**src/rtl/core/rcfa_pkg.sv**
```systemverilog
// Shared types and constants for the report chunk frame assembler.
`default_nettype none
package rcfa_pkg;

    localparam int REPORT_BYTES = 64;
    localparam int IDX_W        = $clog2(REPORT_BYTES);
    localparam logic [6:0] CAP_MAX  = 7'(REPORT_BYTES);
    localparam logic [5:0] HDR_MIN  = 6'd8;
    localparam logic [9:0] LEN_MASK = 10'h3FF;

    typedef enum logic [2:0] {
        REG_FRAME_WIDTH  = 3'd0,
        REG_FRAME_HEIGHT = 3'd1,
        REG_HEADER_BYTES = 3'd2,
        REG_CAPACITY     = 3'd3,
        REG_REPORT_ID    = 3'd4,
        REG_ECHO         = 3'd5,
        REG_COMMAND      = 3'd6
    } cfg_index_t;

    typedef enum logic [3:0] {
        ST_WRITTEN  = 4'd0,
        ST_SHORT    = 4'd1,
        ST_ID       = 4'd2,
        ST_ECHO     = 4'd3,
        ST_COMMAND  = 4'd4,
        ST_CHECKSUM = 4'd5,
        ST_LENGTH   = 4'd6,
        ST_EMPTY    = 4'd7,
        ST_OUTSIDE  = 4'd8
    } status_t;

    localparam logic KIND_WRITE  = 1'b0;
    localparam logic KIND_STATUS = 1'b1;
    localparam logic OP_BYTE     = 1'b0;
    localparam logic OP_START    = 1'b1;

    typedef struct packed {
        logic       operation;
        logic [7:0] byte_value;
        logic       end_of_report;
    } in_item_t;

    typedef struct packed {
        logic        item_kind;
        logic [24:0] write_address;
        logic [7:0]  write_data;
        logic [3:0]  report_status;
        logic [24:0] bytes_covered;
        logic        frame_done;
        logic [31:0] packet_total;
        logic        last_result;
    } out_item_t;

endpackage
`default_nettype wire

```
**src/rtl/core/rcfa_ram.sv**
```systemverilog
// Generic single-port-write, single-port-read RAM with registered read data.
`default_nettype none
module rcfa_ram #(
    parameter int WIDTH = 8,
    parameter int DEPTH = 64
) (
    input  wire logic                     clk,
    input  wire logic                     we,
    input  wire logic [$clog2(DEPTH)-1:0] waddr,
    input  wire logic [WIDTH-1:0]         wdata,
    input  wire logic [$clog2(DEPTH)-1:0] raddr,
    output logic      [WIDTH-1:0]         rdata
);
    logic [WIDTH-1:0] mem [DEPTH];

    always_ff @(posedge clk)
    begin
        if (we)
        begin
            mem[waddr] <= wdata;
        end
        rdata <= mem[raddr];
    end
endmodule
`default_nettype wire

```
**src/rtl/core/report_chunk_frame_assembler.sv**
```systemverilog
// Report chunk frame assembler: buffers report bytes, checks them, emits frame writes.
//
// Bytes are taken one per cycle while the block is idle and stored in a 64-entry report RAM.
// After the final byte the block checks the header, then reads the four address bytes from
// the RAM, each through a request and a capture state, and for a chunk that fits in the frame
// emits one write transaction per payload byte, each again through a request and a capture
// state because the RAM read is registered; the status transaction follows. The input stays
// closed from the last byte until the status transaction is issued, longer under an output
// stall. A start operation clears the frame progress and packet count and gives no result.
`default_nettype none
module report_chunk_frame_assembler (
    input  wire logic                clk,
    input  wire logic                rst_n,
    input  wire logic                in_valid,
    output logic                     in_ready,
    input  wire rcfa_pkg::in_item_t  in_data,
    output logic                     out_valid,
    input  wire logic                out_ready,
    output rcfa_pkg::out_item_t      out_data,
    input  wire logic                cfg_we,
    input  wire logic [2:0]          cfg_index,
    input  wire logic [11:0]         cfg_data
);
    import rcfa_pkg::*;

    typedef enum logic [2:0] {
        S_IDLE, S_CHECK, S_AREQ, S_ACAP, S_EVAL, S_DREQ, S_DCAP, S_STAT
    } state_t;

    state_t      state_reg, state_next;
    logic [11:0] width_reg, width_next, height_reg, height_next;
    logic [5:0]  hb_reg, hb_next;
    logic [6:0]  rc_reg, rc_next;
    logic [7:0]  id_reg, id_next, echo_reg, echo_next, cmd_reg, cmd_next;
    logic [24:0] fs_reg, fs_next;
    logic [6:0]  cnt_reg, cnt_next;
    logic        ov_reg, ov_next;
    logic [15:0] sum_reg, sum_next;
    logic [7:0]  hb_byte_reg [7];
    logic [7:0]  hb_byte_next [7];
    logic [32:0] far_reg, far_next;
    logic [31:0] pkts_reg, pkts_next;
    logic        was_done_reg, was_done_next;
    logic [3:0]  status_reg, status_next;
    logic [5:0]  len_reg, len_next;
    logic [5:0]  ptr_reg, ptr_next;
    logic [1:0]  k_reg, k_next;
    logic [5:0]  i_reg, i_next;
    logic [31:0] addr_reg, addr_next;
    logic        out_valid_reg, out_valid_next;
    out_item_t   out_reg, out_next;

    logic             mem_we;
    logic [IDX_W-1:0] mem_waddr;
    logic [7:0]       mem_rdata;

    logic [6:0]  cap;
    logic [5:0]  hdr;
    logic [10:0] data_end;
    logic [10:0] hdr_w;
    logic [10:0] len_w;
    logic [32:0] chunk_end;
    logic        out_free;
    logic        frame_done_now;

    rcfa_ram #(.WIDTH(8), .DEPTH(REPORT_BYTES)) u_store (
        .clk   (clk),
        .we    (mem_we),
        .waddr (mem_waddr),
        .wdata (in_data.byte_value),
        .raddr (ptr_reg[IDX_W-1:0]),
        .rdata (mem_rdata)
    );

    assign in_ready  = (state_reg == S_IDLE);
    assign out_valid = out_valid_reg;
    assign out_data  = out_reg;

    assign cap       = (rc_reg > CAP_MAX) ? CAP_MAX : rc_reg;
    assign hdr       = (hb_reg < HDR_MIN) ? HDR_MIN : hb_reg;
    assign hdr_w     = {5'd0, hdr};
    assign data_end  = {1'b0, {hb_byte_reg[5][1:0], hb_byte_reg[4]} & LEN_MASK} + 11'd4;
    assign len_w     = data_end - hdr_w - 11'd4;
    assign chunk_end = {1'b0, addr_reg} + {27'd0, len_reg};
    assign out_free  = !out_valid_reg || out_ready;
    assign mem_waddr = cnt_reg[IDX_W-1:0];
    assign frame_done_now = (far_reg >= {8'd0, fs_reg});

    always_comb
    begin
        state_next    = state_reg;
        width_next    = width_reg;
        height_next   = height_reg;
        hb_next       = hb_reg;
        rc_next       = rc_reg;
        id_next       = id_reg;
        echo_next     = echo_reg;
        cmd_next      = cmd_reg;
        fs_next       = {24'(width_reg) * 24'(height_reg), 1'b0};
        cnt_next      = cnt_reg;
        ov_next       = ov_reg;
        sum_next      = sum_reg;
        hb_byte_next  = hb_byte_reg;
        far_next      = far_reg;
        pkts_next     = pkts_reg;
        was_done_next = was_done_reg;
        status_next   = status_reg;
        len_next      = len_reg;
        ptr_next      = ptr_reg;
        k_next        = k_reg;
        i_next        = i_reg;
        addr_next     = addr_reg;
        out_next      = out_reg;
        out_valid_next = out_valid_reg && !out_ready;
        mem_we        = 1'b0;

        if (cfg_we)
        begin
            unique case (cfg_index)
                REG_FRAME_WIDTH:  width_next  = cfg_data;
                REG_FRAME_HEIGHT: height_next = cfg_data;
                REG_HEADER_BYTES: hb_next     = cfg_data[5:0];
                REG_CAPACITY:     rc_next     = cfg_data[6:0];
                REG_REPORT_ID:    id_next     = cfg_data[7:0];
                REG_ECHO:         echo_next   = cfg_data[7:0];
                REG_COMMAND:      cmd_next    = cfg_data[7:0];
                default: ;
            endcase
        end

        unique case (state_reg)
            S_IDLE:
            begin
                if (in_valid)
                begin
                    if (in_data.operation == OP_START)
                    begin
                        cnt_next  = '0;
                        ov_next   = 1'b0;
                        sum_next  = '0;
                        far_next  = '0;
                        pkts_next = '0;
                    end
                    else
                    begin
                        if (cnt_reg < cap)
                        begin
                            mem_we = 1'b1;
                            for (int b = 0; b < 7; b++)
                            begin
                                if (cnt_reg == 7'(b))
                                begin
                                    hb_byte_next[b] = in_data.byte_value;
                                end
                            end
                            // checksum bytes count as zero
                            if (cnt_reg != 7'd2 && cnt_reg != 7'd3)
                            begin
                                sum_next = sum_reg + (cnt_reg[0] ?
                                    {in_data.byte_value, 8'd0} : {8'd0, in_data.byte_value});
                            end
                            cnt_next = cnt_reg + 7'd1;
                        end
                        else
                        begin
                            ov_next = 1'b1;
                        end
                        if (in_data.end_of_report)
                        begin
                            state_next = S_CHECK;
                        end
                    end
                end
            end
            S_CHECK:
            begin
                was_done_next = frame_done_now;
                state_next    = S_STAT;
                ptr_next      = hdr;
                k_next        = '0;
                len_next      = len_w[5:0];
                priority if (ov_reg)
                    status_next = ST_LENGTH;
                else if (cnt_reg < {1'b0, hdr})
                    status_next = ST_SHORT;
                else if (hb_byte_reg[0] != id_reg)
                    status_next = ST_ID;
                else if (hb_byte_reg[1] != echo_reg && hb_byte_reg[1] != 8'd0)
                    status_next = ST_ECHO;
                else if (hb_byte_reg[6] != cmd_reg)
                    status_next = ST_COMMAND;
                else if ({hb_byte_reg[3], hb_byte_reg[2]} != sum_reg)
                    status_next = ST_CHECKSUM;
                else
                begin
                    pkts_next = pkts_reg + 32'd1;
                    priority if (data_end <= hdr_w || data_end > {4'd0, cap}
                                 || data_end < hdr_w + 11'd4)
                        status_next = ST_LENGTH;
                    else if (data_end == hdr_w + 11'd4)
                        status_next = ST_EMPTY;
                    else
                        state_next = S_AREQ;
                end
            end
            S_AREQ:
            begin
                ptr_next   = ptr_reg + 6'd1;
                state_next = S_ACAP;
            end
            S_ACAP:
            begin
                addr_next = {mem_rdata, addr_reg[31:8]};
                k_next    = k_reg + 2'd1;
                state_next = (k_reg == 2'd3) ? S_EVAL : S_AREQ;
            end
            S_EVAL:
            begin
                i_next = '0;
                if (chunk_end <= {8'd0, fs_reg})
                begin
                    status_next = ST_WRITTEN;
                    state_next  = S_DREQ;
                end
                else
                begin
                    status_next = ST_OUTSIDE;
                    state_next  = S_STAT;
                end
                if (chunk_end > far_reg)
                begin
                    far_next = chunk_end;
                end
            end
            S_DREQ:
            begin
                if (out_free)
                begin
                    ptr_next   = ptr_reg + 6'd1;
                    state_next = S_DCAP;
                end
            end
            S_DCAP:
            begin
                out_next       = '0;
                out_next.item_kind     = KIND_WRITE;
                out_next.write_address = addr_reg[24:0] + {19'd0, i_reg};
                out_next.write_data    = mem_rdata;
                out_valid_next = 1'b1;
                i_next         = i_reg + 6'd1;
                state_next     = (i_reg + 6'd1 == len_reg) ? S_STAT : S_DREQ;
            end
            S_STAT:
            begin
                if (out_free)
                begin
                    out_next = '0;
                    out_next.item_kind     = KIND_STATUS;
                    out_next.report_status = status_reg;
                    out_next.bytes_covered = frame_done_now ? fs_reg : far_reg[24:0];
                    out_next.frame_done    = frame_done_now;
                    out_next.packet_total  = pkts_reg;
                    out_next.last_result   = !was_done_reg && frame_done_now;
                    out_valid_next = 1'b1;
                    cnt_next   = '0;
                    ov_next    = 1'b0;
                    sum_next   = '0;
                    state_next = S_IDLE;
                end
            end
            default: state_next = S_IDLE;
        endcase
    end

    always_ff @(posedge clk or negedge rst_n)
    begin
        if (!rst_n)
        begin
            state_reg     <= S_IDLE;
            width_reg     <= 12'd240;
            height_reg    <= 12'd240;
            hb_reg        <= 6'd8;
            rc_reg        <= 7'd64;
            id_reg        <= 8'd34;
            echo_reg      <= 8'd0;
            cmd_reg       <= 8'd0;
            fs_reg        <= 25'd115200;
            cnt_reg       <= '0;
            ov_reg        <= 1'b0;
            sum_reg       <= '0;
            far_reg       <= '0;
            pkts_reg      <= '0;
            was_done_reg  <= 1'b0;
            status_reg    <= '0;
            len_reg       <= '0;
            ptr_reg       <= '0;
            k_reg         <= '0;
            i_reg         <= '0;
            out_valid_reg <= 1'b0;
        end
        else
        begin
            state_reg     <= state_next;
            width_reg     <= width_next;
            height_reg    <= height_next;
            hb_reg        <= hb_next;
            rc_reg        <= rc_next;
            id_reg        <= id_next;
            echo_reg      <= echo_next;
            cmd_reg       <= cmd_next;
            fs_reg        <= fs_next;
            cnt_reg       <= cnt_next;
            ov_reg        <= ov_next;
            sum_reg       <= sum_next;
            far_reg       <= far_next;
            pkts_reg      <= pkts_next;
            was_done_reg  <= was_done_next;
            status_reg    <= status_next;
            len_reg       <= len_next;
            ptr_reg       <= ptr_next;
            k_reg         <= k_next;
            i_reg         <= i_next;
            out_valid_reg <= out_valid_next;
        end
    end

    always_ff @(posedge clk)
    begin
        hb_byte_reg <= hb_byte_next;
        addr_reg    <= addr_next;
        out_reg     <= out_next;
    end
endmodule
`default_nettype wire

```
**config.mk**
```make
export PLATFORM = sky130hd
export DESIGN_NAME = report_chunk_frame_assembler
export DESIGN_NICKNAME = d
export VERILOG_FILES = /design/src/rtl/core/rcfa_pkg.sv /design/src/rtl/core/rcfa_ram.sv /design/src/rtl/core/report_chunk_frame_assembler.sv
export SDC_FILE = /design/constraint.sdc
export NUM_CORES = 2
export LEC_CHECK = 0
export ABC_AREA = 1
export BUFFER_PORTS_ARGS = -buffer_cell sky130_fd_sc_hd__buf_2
export CELL_PAD_IN_SITES_DETAIL_PLACEMENT = 2
export CELL_PAD_IN_SITES_GLOBAL_PLACEMENT = 2
export CORE_ASPECT_RATIO = 0.7
export CORE_MARGIN = 2
export CORE_UTILIZATION = 35
export CTS_BUF_LIST = sky130_fd_sc_hd__clkbuf_16
export DETAILED_ROUTE_END_ITERATION = 8
export MAX_ROUTING_LAYER = met4
export PLACE_DENSITY = 0.71
export SYNTH_ARGS = -nofsm -noshare
export SYNTH_HDL_FRONTEND = slang
export SYNTH_SLANG_ARGS = --single-unit
```
**constraint.sdc**
```tcl
create_clock -name clk -period 6.8 [get_ports clk]
set_input_delay 0.34 -clock clk [delete_from_list [all_inputs] [get_ports clk]]
set_output_delay 0.34 -clock clk [all_outputs]
set_load 0.05 [all_outputs]
```
[Yosys cells after proc, flatten, opt, wreduce, memory -nomap -nowiden]
Memories as Yosys holds them, arrays and structs flattened. A register that Yosys moved wholly into a read port is not among the register bits.
Index checks and enable logic that the tools add are counted.
Storage, ports and cells
  bits in registers: 382
  memory bits (writable): 512
  bits of input ports: 30
  output and inout port bits: 99
  logic and storage cells: 226
  memories kept: 1
Operators by class
  add/sub/neg operators: 12
  $mul: 1
  order comparisons: 10
  equal/unequal tests: 45
  mux-type cells: 74
  bitwise operators: 1
  reductions and logical operators: 45
Memory list
  u_store.mem: words 64, width 8, read ports 1, clocked after Yosys merged registers in 1, write ports 1, RTL line rcfa_ram.sv:14  | logic [WIDTH-1:0] mem [DEPTH];
Operators with widths (count)
  $mux W32: 8
  $pmux W97 S2: 1
  $mux W33: 3
  $mux W97: 1
  $mux W16: 6
  $pmux W33 S2: 1
  $pmux W32 S2: 1
  $reduce_and A5 Y1: 9
  $mux W3: 14
  $mux W4: 9
  $mux W7: 5
  $add A32 B6 Y33: 1
  $ge A33 B25 Y1: 1
  $gt A33 B33 Y1: 1
  $le A33 B25 Y1: 1
  $add A32 B1 Y32 const B: 1
  $pmux W16 S2: 1
  $add A25 B6 Y25: 1
  $mux W25: 1
  $mul A12 B12 Y24: 1
  $ne A8 B8 Y1: 3
  $pmux W3 S8: 1
  $ne A2 B2 Y1 const B: 11
  $eq A3 B3 Y1 const B: 7
  50 further kinds: 99

[Logic depth before layout (Yosys ltp)]
  depth after elaboration: 13
  mapped depth: 26
  depth with buffers taken out: 25

[Modules after synthesis]
From an unflattened synthesis, not the netlist that was laid out.
Unflattened totals
  cells, all modules: 4957
  area, all modules: 47699.5 um2
Modules (own cells, without submodules)
  report_chunk_frame_assembler: instances 1, cells an instance 3135, area each 26407.8 um2, sequential area each 10475.0 um2
  rcfa_ram: instances 1, cells an instance 1822, area each 21291.7 um2, sequential area each 15534.9 um2

[Worst setup path after synthesis]
Ideal clock, no wire load.
  path kind: reg-to-reg
  from: register height_reg[5]
  to: register fs_reg[18]
  library setup time: 79 ps
  arrival: 5062 ps
  data required time: 6721 ps
  slack: 1659 ps
  stages on the path, launching flop included: 23
  path buffers: 1
  period minus slack after synthesis: 5141 ps
  cells stage by stage: dfstp_2 clkbuf_1 nand2_1 fa_1 inv_1 fa_1 inv_1 fa_1 inv_1 fa_1 inv_1 fa_1 inv_1 ha_1 nand2_1 nor2_1 nand2_1 o211ai_1 nor2_1 o21ai_0 nand3_1 nand2_1 xor2_1
On the way
  cells in the longest elaborated chain, start to end: 1
Ends and longest elaborated chain
  start, declared: RTL line report_chunk_frame_assembler.sv:31  | logic [11:0] width_reg, width_next, height_reg, height_next;
  start signal, assigned: RTL line report_chunk_frame_assembler.sv:305  | height_reg <= height_next;
  $mul A12 B12 Y24: RTL line report_chunk_frame_assembler.sv:99  | fs_next = {24'(width_reg) * 24'(height_reg), 1'b0};
  via fs_next[18]: RTL line report_chunk_frame_assembler.sv:35  | logic [24:0] fs_reg, fs_next;
  end signal, assigned: RTL line report_chunk_frame_assembler.sv:311  | fs_reg <= fs_next;
  end, declared: RTL line report_chunk_frame_assembler.sv:35
The timed path passes the listed nets, and every way through them passes these cells.
A chain may end at the register's enable or synchronous reset.

[Final worst setup path]
Same ends and word-level chain as after synthesis.

==> flow_summary.yaml <==
power:
  p_leak_uw: 0.0214
  p_seq_share_pct: 33.2
  power.share.clock_pct: 23.4
  p_sw_uw: 10500
  combPwrFrac_pct: 43.4
  ir_worst_vdd_mv: 0.363
  switching_share_pct: 45.6
  internal_power_uw: 12500
  p_per_area_nw_per_um2: 434
synth:
  synthAdderAreaFrac_pct: 10.3
  synth.avg_cell_area_um2: 10.0
  async_flop_share_pct: 22.5
  ys_seq_area_share_pct: 55.5
  syn_inst: 4668
  syn_area_um2: 46800
  synthXorXnorAreaFrac_pct: 2.32
  synth_compound_area_share_pct: 9.61
  synth_edf_count: 691
  ys.flop_type: "edfxtp_1"
  syn_nets: 5019
  yosysWarnings: 0
  netlist-cell-type-count: 59
  ys_ff_latch: 902
  synth_top_family_by_area: "simple AND/OR/NAND/NOR gates"
  synth.area.mux_share_pct: 0
  synth-simple-area-share_pct: 16.2
final_layout:
  fin_nets: 5157
  largest_reg_flops: 512
  stdcell_area_um2: 53000
  drive_gt1_share_pct: 9.73
  syn2layout_area_growth_pct: 13.0
die:
  fp.dieH_um: 310
  ios: 129
  initial_utilization_pct: 35.2
  die_area_um2: 137000
  num_rows: 112
  coreArea_um2: 133000
  die_x_um: 441
timing:
  finalClockSkew_ns: 0.0292
  slew_viol_final: 0
  hold_viol: 0
  rsz0062_at_grt: "false"
  fin_crit_ns: 5.56
  slew_headroom_pct: 24.1
  tightestPinTransition_ns: 1.14
  fmaxAchievable_ghz: 0.180
  setup_viol: 0
  tns_ns: 0
  fin_crit_sh_pct: 81.7
critical_path:
  crit_type: "register to register"
  cp_slowest_cell: "dfstp_2"
  r2r_setup_slack_ns: 1.24
  cp_cell_sequence: "nand2_1, fa_1, inv_1, fa_1, inv_1, fa_1, inv_1, fa_1, inv_1, fa_1, inv_1, ha_1, nand2_1, nor2_1, nand2_1, o211ai_1, nor2_1, o21ai_0, nand3_1, nand2_1, xor2_1"
  critPathMaxFanout: 13
  reg2reg_from: "height_reg[5]"
  rr_worst_depth: 21
  r2r-end: "fs_reg[18]"
  arrival_ns: 6.19
  crit_buf_inv: 5
  crit_family: "adder cells"
  end_kind: "register"
  required_ns: 7.44
  cpPeakStageDelay_ns: 0.70
  cp-start-kind: "register"
grt:
  grt_usage_pct: 24.5
  grt_max_degree: 111
  grt_overflow: 0
  antenna_found_initial: 6
  grt_pass1_wl_um: 246000
  grt_pass1_vias: 38100
placed_design:
  place.gp.congestion: 0.854
  place_area_um2: 49700
  place_hpwl_um: 111000
  port_buffers: 128
clock_tree:
  cts_tree: "built"
  clkSinkCount: 902
  clock_path_buffers: 3
  cts_root_buf: "clkbuf_16"
  htreeDepth: 3
  cts_buffers: 97
  clk_pin_slew_worst_paths_ns: 0.06
  clock_latency_ns: 0.74
  cts_resized: 0
hold_path:
  worstHoldStart: "cfg_data[6]"
  hold_end: "id_reg[6]"
  holdPathStages: 3
  hold_path.class: "input port to register"
routing:
  detail-route-antenna-nets: 0
  wire_per_inst_um: 24.4
  via_count: 35600
  wl_um: 162000
  drc: 0
  firstDrtPassIters: 5
  vias_per_cell: 5.34
  drt_iter0_drc: 2583
run:
  drv_cap: 0
status:
  outcome: "complete, no violations"
-- timing repair --
item | 4_1_cts | 5_1_grt
hold endpoints to repair | 59 | 0
buffers inserted | 0 | 0
hold buffers | 8 | 0
-- area by class of cell --
cell class,count,area (um^2)
diodes,4,10.0
clock buffers,98,2450
clock inverters,86,706
fillers,14300,80000
inverters,533,2010
multi-input cells,3036,18000
flip-flops and latches,902,26000
well taps,1767,2210
repair buffers,236,1510
-- cells by family after synthesis --
family	after synthesis
XOR/XNOR	124
AND/OR/NAND/NOR	1794
adder cells (fa/ha/maj)	321
flip-flops	902
AO/OA/AOI/OAI	797
buffers and inverters	730
-- power groups by stage --
| stage | combinational [uW] | clock [uW] | sequential [uW] |
|---|---|---|---|
| floorplan | 5920 | 0 | 8030 |
| global placement | 9490 | 0 | 7720 |
| detailed placement | 9840 | 0 | 7740 |
| CTS | 9980 | 5480 | 7640 |
| global route | 11100 | 5660 | 7720 |
| finish | 9970 | 5370 | 7640 |
-- how the worst max path moves through the flow --
| stage | from | end | slack [ns] | depth (start not counted) |
|---|---|---|---|---|
| after floorplan | height_reg[5] | fs_reg[18] | 1.66 | 22 |
| after global placement | height_reg[5] | fs_reg[18] | 1.39 | 21 |
| after detailed placement | width_reg[5] | fs_reg[18] | 1.29 | 21 |
| after CTS | width_reg[5] | fs_reg[18] | 1.24 | 21 |
| after global routing | width_reg[5] | fs_reg[18] | 0.89 | 21 |
| final | height_reg[5] | fs_reg[18] | 1.24 | 21 |
-- worst register-to-register path: stages, from the launching register on --
cell and delay [ns]:
dfstp_2 0.70, nand2_1 0.14, fa_1 0.55, inv_1 0.05, fa_1 0.52, inv_1 0.06, fa_1 0.48, inv_1 0.05
fa_1 0.52, inv_1 0.05, fa_1 0.53, inv_1 0.04, ha_1 0.34, nand2_1 0.13, nor2_1 0.18, nand2_1 0.08
o211ai_1 0.13, nor2_1 0.10, o21ai_0 0.42, nand3_1 0.13, nand2_1 0.10, xor2_1 0.15
-- per-stage QoR --
| stage | hold WS [ns] | std cells | utilization [%] | setup WS (ns) | power, uW |
|---|---|---|---|---|---|
| 2_1_floorplan | 0.0444 | 4668 | - | 1.66 | 14000 |
| 3_3_place_gp | 0.264 | 6466 | 37.4 | 1.39 | 17200 |
| 3_5_place_dp | 0.270 | 6466 | 37.4 | 1.29 | 17600 |
| 4_1_cts | 0.0171 | 6658 | 39.8 | 1.24 | 23100 |
| 5_1_grt | 0.0735 | 6662 | 39.8 | 0.893 | 24500 |
| 6_report | 0.0538 | 6662 | 39.8 | 1.24 | 23000 |
-- cells in the mapped netlist, types with 85 or more instances --
cell type,number,area (um^2)
edfxtp_1,691,20700
nor3_1,121,606
o22ai_1,85,532
xor2_1,90,788
nor2_1,509,1910
nand4_1,92,576
dfrtp_1,187,4680
nand2_1,811,3040
fa_1,106,2120
inv_1,517,1940
ha_1,215,2690
a21oi_1,132,661
clkbuf_1,139,522
nand3_1,184,921
o21ai_0,423,2120
-- per-layer routing --
| metal | routed length, um | up-vias | GRT usage (%) |
|---|---|---|---|
| li1 | - | 16200 | - |
| met1 | 80700 | 18400 | 35.6 |
| met2 | 70200 | 755 | 35.7 |
| met3 | 8010 | 203 | 3.95 |
| met4 | 3390 | 0 | 5.57 |
| met5 | 0 | - | - |
-- layout by cell type, fill, tap and decap left out, types with 90 or more instances in the layout --
cell         n
nand2_1    811
buf_4       98
dfrtp_1    184
buf_2      127
nand4_1     92
edfxtp_1   691
nand3_1    184
clkbuf_16   98
o21ai_0    423
xor2_1      90
fa_1       106
a21oi_1    132
ha_1       215
nor3_1     113
inv_1      538
nor2_1     506
No activity file was read; power rests on OpenSTA's default activity.
